`src/rtl/core/rth_pkg.sv`:
```
// rth_pkg: shared constants and types for the rgb to hsv converter
`default_nettype none

package rth_pkg;

  // result field widths
  localparam int HUE_W = 16;
  localparam int SAT_W = 16;
  localparam int VAL_W = 8;

  // saturation full scale is 2^SAT_SHIFT - 1
  localparam int SAT_SHIFT = 16;

  // quotient bits resolved per divider stage
  localparam int BPS = 2;

  // front end register stages
  localparam int FRONT_STAGES = 2;

  // hue sector offsets
  localparam int OFS_GREEN_SHIFT = 1;
  localparam int OFS_BLUE_SHIFT  = 2;

  typedef enum logic [1:0] {
    SEC_RED   = 2'd0,
    SEC_GREEN = 2'd1,
    SEC_BLUE  = 2'd2
  } sector_t;

endpackage

`default_nettype wire

```
`src/rtl/core/rth_pix_if.sv`:
```
// rth_pix_if: input pixel channel with valid/ready handshake
`default_nettype none

interface rth_pix_if #(
  parameter int CHANNEL_BITS = 8
) ();
  logic                    valid;
  logic                    ready;
  logic [CHANNEL_BITS-1:0] red;
  logic [CHANNEL_BITS-1:0] green;
  logic [CHANNEL_BITS-1:0] blue;

  modport source (output valid, output red, output green, output blue, input ready);
  modport sink   (input valid, input red, input green, input blue, output ready);
endinterface

`default_nettype wire

```
`src/rtl/core/rth_hsv_if.sv`:
```
// rth_hsv_if: result channel carrying hue, saturation and brightness
`default_nettype none

interface rth_hsv_if ();
  import rth_pkg::*;

  logic             valid;
  logic             ready;
  logic [HUE_W-1:0] hue;
  logic [SAT_W-1:0] saturation;
  logic [VAL_W-1:0] brightness;

  modport source (output valid, output hue, output saturation, output brightness,
                  input ready);
  modport sink   (input valid, input hue, input saturation, input brightness,
                  output ready);
endinterface

`default_nettype wire

```
`src/rtl/core/rgb_to_hsv_top.sv`:
```
// rgb_to_hsv_top: pipelined rgb to hsv pixel converter
// the front end stages are followed by the divider stages
// throughput: one item per cycle while the output is not stalled; each divider stage resolves two quotient bits
// saturation and hue dividers run side by side with equal depth
// a stalled output holds its item while empty stages upstream keep filling
// reset (synchronous, active low) clears the stage valid bits only
`default_nettype none

module rgb_to_hsv_top #(
  parameter int CHANNEL_BITS  = 8,
  parameter int FRACTION_BITS = 16
) (
  input  logic        clk,
  input  logic        rst_n,
  rth_pix_if.sink     in_pix,
  rth_hsv_if.source   out_hsv
);
  import rth_pkg::*;

  localparam int CB  = CHANNEL_BITS;
  localparam int DVW = CB + 3;
  localparam int QB  = (FRACTION_BITS > SAT_SHIFT) ? FRACTION_BITS : SAT_SHIFT;
  localparam int ND  = (QB + BPS - 1) / BPS;
  localparam int NS  = FRONT_STAGES + ND;

  logic [NS-1:0] v_r;
  logic [NS:0]   en;

  // stall chain: a stage moves when empty or when the next one moves
  always_comb begin
    en[NS] = out_hsv.ready;
    for (int k = NS - 1; k >= 0; k--) begin
      en[k] = !v_r[k] || en[k+1];
    end
  end

  always_ff @(posedge clk) begin
    if (!rst_n) begin
      v_r <= '0;
    end else begin
      if (en[0]) begin
        v_r[0] <= in_pix.valid;
      end
      for (int k = 1; k < NS; k++) begin
        if (en[k]) begin
          v_r[k] <= v_r[k-1];
        end
      end
    end
  end

  assign in_pix.ready = en[0];

  logic [CB-1:0]  f_mx;
  logic           f_grey;
  logic [DVW-1:0] h_rem0, h_den, s_rem0, s_den;
  logic [QB-1:0]  h_work0, s_work0, h_quo, s_quo;

  rth_front #(
    .CB (CB),
    .FB (FRACTION_BITS),
    .Q  (QB)
  ) u_front (
    .clk       (clk),
    .en        (en[FRONT_STAGES-1:0]),
    .red       (in_pix.red),
    .green     (in_pix.green),
    .blue      (in_pix.blue),
    .mx        (f_mx),
    .grey      (f_grey),
    .hue_rem0  (h_rem0),
    .hue_work0 (h_work0),
    .hue_den   (h_den),
    .sat_rem0  (s_rem0),
    .sat_work0 (s_work0),
    .sat_den   (s_den)
  );

  rth_div #(
    .DVW (DVW),
    .Q   (QB)
  ) u_hue_div (
    .clk   (clk),
    .en    (en[NS-1:FRONT_STAGES]),
    .rem0  (h_rem0),
    .work0 (h_work0),
    .den   (h_den),
    .quo   (h_quo)
  );

  rth_div #(
    .DVW (DVW),
    .Q   (QB)
  ) u_sat_div (
    .clk   (clk),
    .en    (en[NS-1:FRONT_STAGES]),
    .rem0  (s_rem0),
    .work0 (s_work0),
    .den   (s_den),
    .quo   (s_quo)
  );

  // brightness and grey flag ride alongside the dividers
  logic [CB-1:0] mx_r  [ND];
  logic          grey_r[ND];

  always_ff @(posedge clk) begin
    if (en[FRONT_STAGES]) begin
      mx_r[0]   <= f_mx;
      grey_r[0] <= f_grey;
    end
    for (int k = 1; k < ND; k++) begin
      if (en[FRONT_STAGES+k]) begin
        mx_r[k]   <= mx_r[k-1];
        grey_r[k] <= grey_r[k-1];
      end
    end
  end

  assign out_hsv.valid      = v_r[NS-1];
  assign out_hsv.hue        = HUE_W'(h_quo);
  assign out_hsv.saturation = s_quo[SAT_W-1:0];
  assign out_hsv.brightness = VAL_W'(mx_r[ND-1]);

  // checks
  a_in_lands: assert property (@(posedge clk) disable iff (!rst_n)
    in_pix.valid && in_pix.ready |=> v_r[0])
    else $error("accepted item did not enter the first stage");

  a_front_hold: assert property (@(posedge clk) disable iff (!rst_n)
    v_r[0] && !en[0] |=> v_r[0])
    else $error("stalled front stage dropped its item");

  a_grey_sat: assert property (@(posedge clk) disable iff (!rst_n)
    v_r[NS-1] |-> ((s_quo == '0) == grey_r[ND-1]))
    else $error("saturation zero disagrees with grey flag");

  a_black: assert property (@(posedge clk) disable iff (!rst_n)
    v_r[NS-1] && (mx_r[ND-1] == '0) |-> (h_quo == '0) && (s_quo == '0))
    else $error("black pixel gave nonzero hue or saturation");

endmodule

`default_nettype wire

```
`src/rtl/core/rth_front.sv`:
```
// rth_front: max/min search, sector select and divider operand setup (two stages)
`default_nettype none

module rth_front #(
  parameter int  CB = 8,
  parameter int  FB = 16,
  parameter int  Q  = 16,
  localparam int DVW = CB + 3
) (
  input  logic                             clk,
  input  logic [rth_pkg::FRONT_STAGES-1:0] en,
  input  logic [CB-1:0]                    red,
  input  logic [CB-1:0]                    green,
  input  logic [CB-1:0]                    blue,
  output logic [CB-1:0]                    mx,
  output logic                             grey,
  output logic [DVW-1:0]                   hue_rem0,
  output logic [Q-1:0]                     hue_work0,
  output logic [DVW-1:0]                   hue_den,
  output logic [DVW-1:0]                   sat_rem0,
  output logic [Q-1:0]                     sat_work0,
  output logic [DVW-1:0]                   sat_den
);
  import rth_pkg::*;

  localparam int NW = CB + 4;
  localparam int FW = DVW + Q;

  // stage 1 registers
  logic [CB-1:0] r1_r, g1_r, b1_r, mx1_r, mn1_r;
  sector_t       sel1_r;

  // stage 2 registers
  logic [CB-1:0]  mx2_r;
  logic           grey2_r;
  logic [DVW-1:0] hrem_r, hden_r, srem_r, sden_r;
  logic [Q-1:0]   hwork_r, swork_r;

  // stage 1 logic
  sector_t       sel_nxt;
  logic [CB-1:0] mx_nxt, mn_nxt;

  always_comb begin
    if (red >= green && red >= blue) begin
      sel_nxt = SEC_RED;
      mx_nxt  = red;
    end else if (green >= blue) begin
      sel_nxt = SEC_GREEN;
      mx_nxt  = green;
    end else begin
      sel_nxt = SEC_BLUE;
      mx_nxt  = blue;
    end
    mn_nxt = red;
    if (green < mn_nxt) mn_nxt = green;
    if (blue < mn_nxt) mn_nxt = blue;
  end

  always_ff @(posedge clk) begin
    if (en[0]) begin
      r1_r   <= red;
      g1_r   <= green;
      b1_r   <= blue;
      mx1_r  <= mx_nxt;
      mn1_r  <= mn_nxt;
      sel1_r <= sel_nxt;
    end
  end

  // stage 2 logic
  logic [CB-1:0]        delta;
  logic [DVW-1:0]       d_ext, six;
  logic signed [NW-1:0] rs, gs, bs, ofs, numer;
  logic [DVW-1:0]       numer_u;
  logic [FW-1:0]        hfull, sfull;
  logic                 grey_nxt;

  always_comb begin
    delta    = mx1_r - mn1_r;
    grey_nxt = (delta == '0);
    d_ext    = DVW'(delta);
    six      = (d_ext << 2) + (d_ext << 1);
    rs       = signed'(NW'(r1_r));
    gs       = signed'(NW'(g1_r));
    bs       = signed'(NW'(b1_r));
    case (sel1_r)
      SEC_RED: begin
        ofs   = '0;
        numer = ofs + (gs - bs);
      end
      SEC_GREEN: begin
        ofs   = signed'(NW'(delta) << OFS_GREEN_SHIFT);
        numer = ofs + (bs - rs);
      end
      SEC_BLUE: begin
        ofs   = signed'(NW'(delta) << OFS_BLUE_SHIFT);
        numer = ofs + (rs - gs);
      end
      default: begin
        ofs   = '0;
        numer = '0;
      end
    endcase
    // wrap into one turn
    if (numer[NW-1]) numer = numer + signed'(NW'(six));
    numer_u = numer[DVW-1:0];
    hfull   = grey_nxt ? '0 : (FW'(numer_u) << FB);
    sfull   = (FW'(delta) << SAT_SHIFT) - FW'(delta);
  end

  always_ff @(posedge clk) begin
    if (en[1]) begin
      mx2_r   <= mx1_r;
      grey2_r <= grey_nxt;
      hrem_r  <= hfull[FW-1:Q];
      hwork_r <= hfull[Q-1:0];
      hden_r  <= grey_nxt ? DVW'(1) : six;
      srem_r  <= sfull[FW-1:Q];
      swork_r <= sfull[Q-1:0];
      sden_r  <= grey_nxt ? DVW'(1) : DVW'(mx1_r);
    end
  end

  assign mx        = mx2_r;
  assign grey      = grey2_r;
  assign hue_rem0  = hrem_r;
  assign hue_work0 = hwork_r;
  assign hue_den   = hden_r;
  assign sat_rem0  = srem_r;
  assign sat_work0 = swork_r;
  assign sat_den   = sden_r;

endmodule

`default_nettype wire

```
`src/rtl/core/rth_div.sv`:
```
// rth_div: pipelined restoring divider, BPS quotient bits per stage
`default_nettype none

module rth_div #(
  parameter int  DVW = 11,
  parameter int  Q   = 16,
  localparam int NST = (Q + rth_pkg::BPS - 1) / rth_pkg::BPS
) (
  input  logic           clk,
  input  logic [NST-1:0] en,
  input  logic [DVW-1:0] rem0,
  input  logic [Q-1:0]   work0,
  input  logic [DVW-1:0] den,
  output logic [Q-1:0]   quo
);
  import rth_pkg::*;

  logic [DVW-1:0] rem_r [NST-1];
  logic [DVW-1:0] den_r [NST-1];
  logic [Q-1:0]   work_r[NST];

  for (genvar s = 0; s < NST; s++) begin : g_st
    logic [DVW-1:0] rem_in, den_in, rem_nxt;
    logic [Q-1:0]   work_in, work_nxt;

    if (s == 0) begin : g_first
      assign rem_in  = rem0;
      assign work_in = work0;
      assign den_in  = den;
    end else begin : g_next
      assign rem_in  = rem_r[s-1];
      assign work_in = work_r[s-1];
      assign den_in  = den_r[s-1];
    end

    always_comb begin
      logic [DVW:0] sh;
      sh       = '0;
      rem_nxt  = rem_in;
      work_nxt = work_in;
      for (int t = 0; t < BPS; t++) begin
        if (s * BPS + t < Q) begin
          sh = {rem_nxt, work_nxt[Q-1]};
          if (sh >= {1'b0, den_in}) begin
            rem_nxt  = DVW'(sh - {1'b0, den_in});
            work_nxt = {work_nxt[Q-2:0], 1'b1};
          end else begin
            rem_nxt  = sh[DVW-1:0];
            work_nxt = {work_nxt[Q-2:0], 1'b0};
          end
        end
      end
    end

    always_ff @(posedge clk) begin
      if (en[s]) begin
        work_r[s] <= work_nxt;
      end
    end

    if (s < NST - 1) begin : g_carry
      always_ff @(posedge clk) begin
        if (en[s]) begin
          rem_r[s] <= rem_nxt;
          den_r[s] <= den_in;
        end
      end
    end
  end

  assign quo = work_r[NST-1];

endmodule

`default_nettype wire

```
`src/flat_wrapper.sv`:
```
// flat-port wrapper written by rule: the top's interface ports become plain ports
module rgb_to_hsv_top_flat import rth_pkg::*;
#(
  parameter int CHANNEL_BITS  = 8,
  parameter int FRACTION_BITS = 16
)
  (clk, rst_n, in_pix_valid, in_pix_red, in_pix_green, in_pix_blue, in_pix_ready, out_hsv_valid, out_hsv_hue, out_hsv_saturation, out_hsv_brightness, out_hsv_ready);
  rth_pix_if #(.CHANNEL_BITS(CHANNEL_BITS)) in_pix_i ();
  rth_hsv_if out_hsv_i ();
  input  logic clk;
  input  logic rst_n;
  input wire logic [$bits(in_pix_i.valid)-1:0] in_pix_valid;
  input wire logic [$bits(in_pix_i.red)-1:0] in_pix_red;
  input wire logic [$bits(in_pix_i.green)-1:0] in_pix_green;
  input wire logic [$bits(in_pix_i.blue)-1:0] in_pix_blue;
  output wire logic [$bits(in_pix_i.ready)-1:0] in_pix_ready;
  output wire logic [$bits(out_hsv_i.valid)-1:0] out_hsv_valid;
  output wire logic [$bits(out_hsv_i.hue)-1:0] out_hsv_hue;
  output wire logic [$bits(out_hsv_i.saturation)-1:0] out_hsv_saturation;
  output wire logic [$bits(out_hsv_i.brightness)-1:0] out_hsv_brightness;
  input wire logic [$bits(out_hsv_i.ready)-1:0] out_hsv_ready;
  assign in_pix_i.valid = in_pix_valid;
  assign in_pix_i.red = in_pix_red;
  assign in_pix_i.green = in_pix_green;
  assign in_pix_i.blue = in_pix_blue;
  assign in_pix_ready = in_pix_i.ready;
  assign out_hsv_valid = out_hsv_i.valid;
  assign out_hsv_hue = out_hsv_i.hue;
  assign out_hsv_saturation = out_hsv_i.saturation;
  assign out_hsv_brightness = out_hsv_i.brightness;
  assign out_hsv_i.ready = out_hsv_ready;
  rgb_to_hsv_top #(.CHANNEL_BITS(CHANNEL_BITS), .FRACTION_BITS(FRACTION_BITS)) u_core (.clk(clk), .rst_n(rst_n), .in_pix(in_pix_i), .out_hsv(out_hsv_i));
endmodule
```
`config.mk`:
```
export PLATFORM = sky130hd
export DESIGN_NAME = rgb_to_hsv_top_flat
export DESIGN_NICKNAME = d
export VERILOG_FILES = /design/src/rtl/core/rth_pkg.sv /design/src/rtl/core/rth_pix_if.sv /design/src/rtl/core/rth_hsv_if.sv /design/src/rtl/core/rgb_to_hsv_top.sv /design/src/rtl/core/rth_front.sv /design/src/rtl/core/rth_div.sv /design/src/flat_wrapper.sv
export SDC_FILE = /design/constraint.sdc
export NUM_CORES = 1
export LEC_CHECK = 0
export BUFFER_PORTS_ARGS = -buffer_cell sky130_fd_sc_hd__buf_2
export CAP_MARGIN = 5
export CORE_ASPECT_RATIO = 1.1
export CORE_MARGIN = 3
export CORE_UTILIZATION = 45
export CTS_CLUSTER_SIZE = 8
export DETAILED_ROUTE_END_ITERATION = 10
export GPL_TIMING_DRIVEN = 0
export HOLD_SLACK_MARGIN = 0.08
export PLACE_DENSITY = 0.67
export SYNTH_ARGS = -nofsm -noshare
export SYNTH_HDL_FRONTEND = slang
export SYNTH_SLANG_ARGS = --single-unit
```
`constraint.sdc`:
```
create_clock -name clk -period 6.2 [get_ports clk]
set_input_delay 0.62 -clock clk [delete_from_list [all_inputs] [get_ports clk]]
set_output_delay 0.62 -clock clk [all_outputs]
set_load 0.02 [all_outputs]
```
==> results.ini <==
[run_status]
status=complete, no violations

[critical_path]
slowest_delay_ns=0.50
worst_setup_path_end_kind=flip-flop
critPathLaunchType=flip-flop
cp.required_ns=6.54
cp_num_buf_inv=3
crit_chain=inv_1, fa_1, a21o_1, a21o_1, a221oi_1, o21ai_0, nor2_1, clkbuf_2, mux2_2, ha_1, nand2_1, nor2_1, a21boi_0, o31ai_1, a21oi_1, nand2_1, clkbuf_1, a21oi_1
crit_path_top_delay_cell=edfxtp_1
crit_path_max_fanout=10
crit_path_start=u_core.u_hue_div.den_r[2][0]$_DFFE_PP_
critPathKind=reg -> reg
rr_startpoint=u_core.u_hue_div.den_r[2][0]$_DFFE_PP_
cp.arrival_ns=6.18
critical-path-top-delay-family=compound AO/OA/AOI/OAI gates

[yosys]
ys.flop_type=edfxtp_1
yosys_warnings=0
synthAdderAreaFrac_pct=13.59
synth_edf_count=654
seq_area_frac_synth_pct=48.05
ys_async_sr_fraction_pct=0
synth_top_area_share_pct=47.56
synth_compound_area_share_pct=13.76
synthXorXnorAreaFrac_pct=5.239
synth_top_area_cell=edfxtp_1
yosysMostFrequentCell=edfxtp_1
ys_types=88
syn_inst=3654
synth_area_per_cell_um2=11.30
synth_area_leaders=edfxtp_1 48%, ha_1 12%, mux2_2 3.4%, xnor2_1 3.3%, inv_1 3.2%
synth_top_family_by_area=compound AO/OA/AOI/OAI gates
synth_common_cells=654 x edfxtp_1, 399 x ha_1, 356 x inv_1, 256 x nor2_1, 238 x a21oi_1
ys_ff_latch=664
synth_nets=4112
synth_simple_gate_area_share_pct=10.45
synthMuxAreaShare_pct=5.076
synth_area_mm2=0.04129

[timing]
slew_viol_final=0
tightestPinTransition_ns=1.090
skew_ns=0.02306
hold_viol=0
totalNegativeSetupSlack_ns=0
rsz0062_at_grt=false
slew_headroom_pct=27.06
min_period_over_period_pct=94.20
setup_viol=0
fin_crit_ns=5.840
fmax_mhz=171.2

[grt]
grt_pass1_wl_mm=138.4
grt_max_degree=72
grt.total_usage_pct=17.77
grt-ovfl-total=0
antenna_found_initial=0
grt_pass1_vias=27450

[clocking]
ctsHoldBuffers=0
clk_latency_ns=0.65
path_clk_slew_ns=0.05
clockRootBuffer=clkbuf_16
clock_path_buffers=3
cts.sinks=664
h-tree-depth=3
cts_inserted_buffers=94
cts_tree=built

[final_layout]
layout-drive-gt1-share_pct=9.982
num_antenna_cells=0
fillers=7855
fin_area_mm2=0.04593
area_growth_pct=11.23
fin_nets=4284
final_cells=5027
utilization_pct=50.91

[drt]
drc=0
firstDrtPassIters=5
vias_per_cell=5.490
num_vias=27600
drt_wl_total_mm=85.07
post_drt_wl_per_cell_um=16.92
detail-route-antenna-nets=0
first_iter_violations=1363

[place]
placed_cells=4900
hpwl_mm=65.86
portBuffers=68
place_congestion=0.8938
dpl_cell_area_mm2=0.04330

[floorplanning]
rows=115
die_x_um=294.8
core_area_mm2=0.09022
die_h_um=323.7
initial_core_util_pct=45.77
dieArea_mm2=0.09543
ioPinCount=70

[worst_hold_path]
worstHoldStart=in_pix_red[4]
holdCritPathClass=in -> reg

[flow_run]
cap_violations=0

[registers in the layout (all words and copies together), names as in the netlist, 8 cells and up]
name                      cells
u_core.u_front.g1_r           8
u_core.mx_r                  64
u_core.u_front.mn1_r          8
u_core.u_front.sat_den        8
u_core.u_front.hue_rem0      11
u_core.u_sat_div.den_r       56
u_core.u_hue_div.work_r      72
u_core.u_front.r1_r           8
u_core.u_front.b1_r           8
u_core.u_front.sat_work0     15
u_core.u_front.sat_rem0       9
u_core.u_hue_div.rem_r       77
u_core.v_r                   10
u_core.u_sat_div.rem_r       77
u_core.u_front.hue_den       11
u_core.u_front.mx             8
u_core.u_hue_div.den_r       77
u_core.u_front.mx1_r          8
u_core.u_sat_div.work_r     127
[cell type report]
class                           instances  area (µm²)  share of cell area, %
Sequential cell                       664       19840                  43.20
Timing Repair Buffer                   76       508.0                  1.106
Tap cell                             1170        1464                  3.187
Clock inverter                          9       157.7                 0.3433
Buffer                                 52       250.2                 0.5449
Multi-Input combinational cell       2582       19910                  43.36
Inverter                              356        1344                  2.926
Clock buffer                          118        2452                  5.340
[layer usage]
metal  global-route usage, %  up-vias  wire length, µm
li1                        -    13870                -
met1                   21.60    13040            36340
met2                   32.55      521            43140
met3                   2.212      160             3210
met4                   5.989        0             2381
met5                       0        -                0
[layout by cell type, fill, tap and decap left out, drive strengths merged, types with 10 or more instances in the layout]
master / count
nor3: 59
a221oi: 22
clkbuf: 153
mux2: 129
and2: 35
nand4: 50
or3: 31
fa: 31
a211oi: 34
xnor2: 156
nor4: 17
a31oi: 24
nand2: 135
nand3: 38
nor2b: 76
dfxtp: 10
o21ai: 188
buf: 93
a21boi: 13
a211o: 17
and3: 25
o21bai: 22
nor2: 256
or2: 20
mux2i: 62
nand2b: 56
inv: 359
o31ai: 36
a21oi: 238
edfxtp: 654
a21o: 104
o211ai: 19
xor2: 91
ha: 399
o21a: 63
and4: 18
[repair_timing]
item                                    in CTS  in global routing
setup buffers                                0                  0
gates resized for setup                      1                 12
endpoints found under the setup margin       1                 31
gates cloned                                 0                  0
[metrics by stage]
step,worst slack [ns],hold slack [ns]
finish,0.3596,0.2252
CTS,0.2312,0.1738
global route,0.02280,0.1982
floorplan,1.269,0.4003
global placement,0.07752,0.4006
detailed placement,0.03367,0.4045
[logic make-up after synthesis]
kind of cell             count (synthesis)
AO/OA/AOI/OAI                          871
AND/OR/NAND/NOR                        843
multiplexers                           191
XOR/XNOR                               247
adder cells (fa/ha/maj)                430
buffers and inverters                  408
flip-flops                             664
[worst paths after layout]
path | to | slack [ns] | cells after the start
hold reg to reg | u_core.u_sat_div.work_r[1][25]$_DFFE_PP_ | 0.41 | 0
setup reg to reg | u_core.u_hue_div.rem_r[3][5]$_DFFE_PP_ | 0.36 | 18
setup / recovery | u_core.u_hue_div.rem_r[3][5]$_DFFE_PP_ | 0.36 | 18
hold / removal | u_core.u_front.r1_r[4]$_DFFE_PP_ | 0.23 | 1
Power is left out: the tool's default activity adds up to more than one toggle a clock period on the data nets, which glitch-free logic cannot reach.
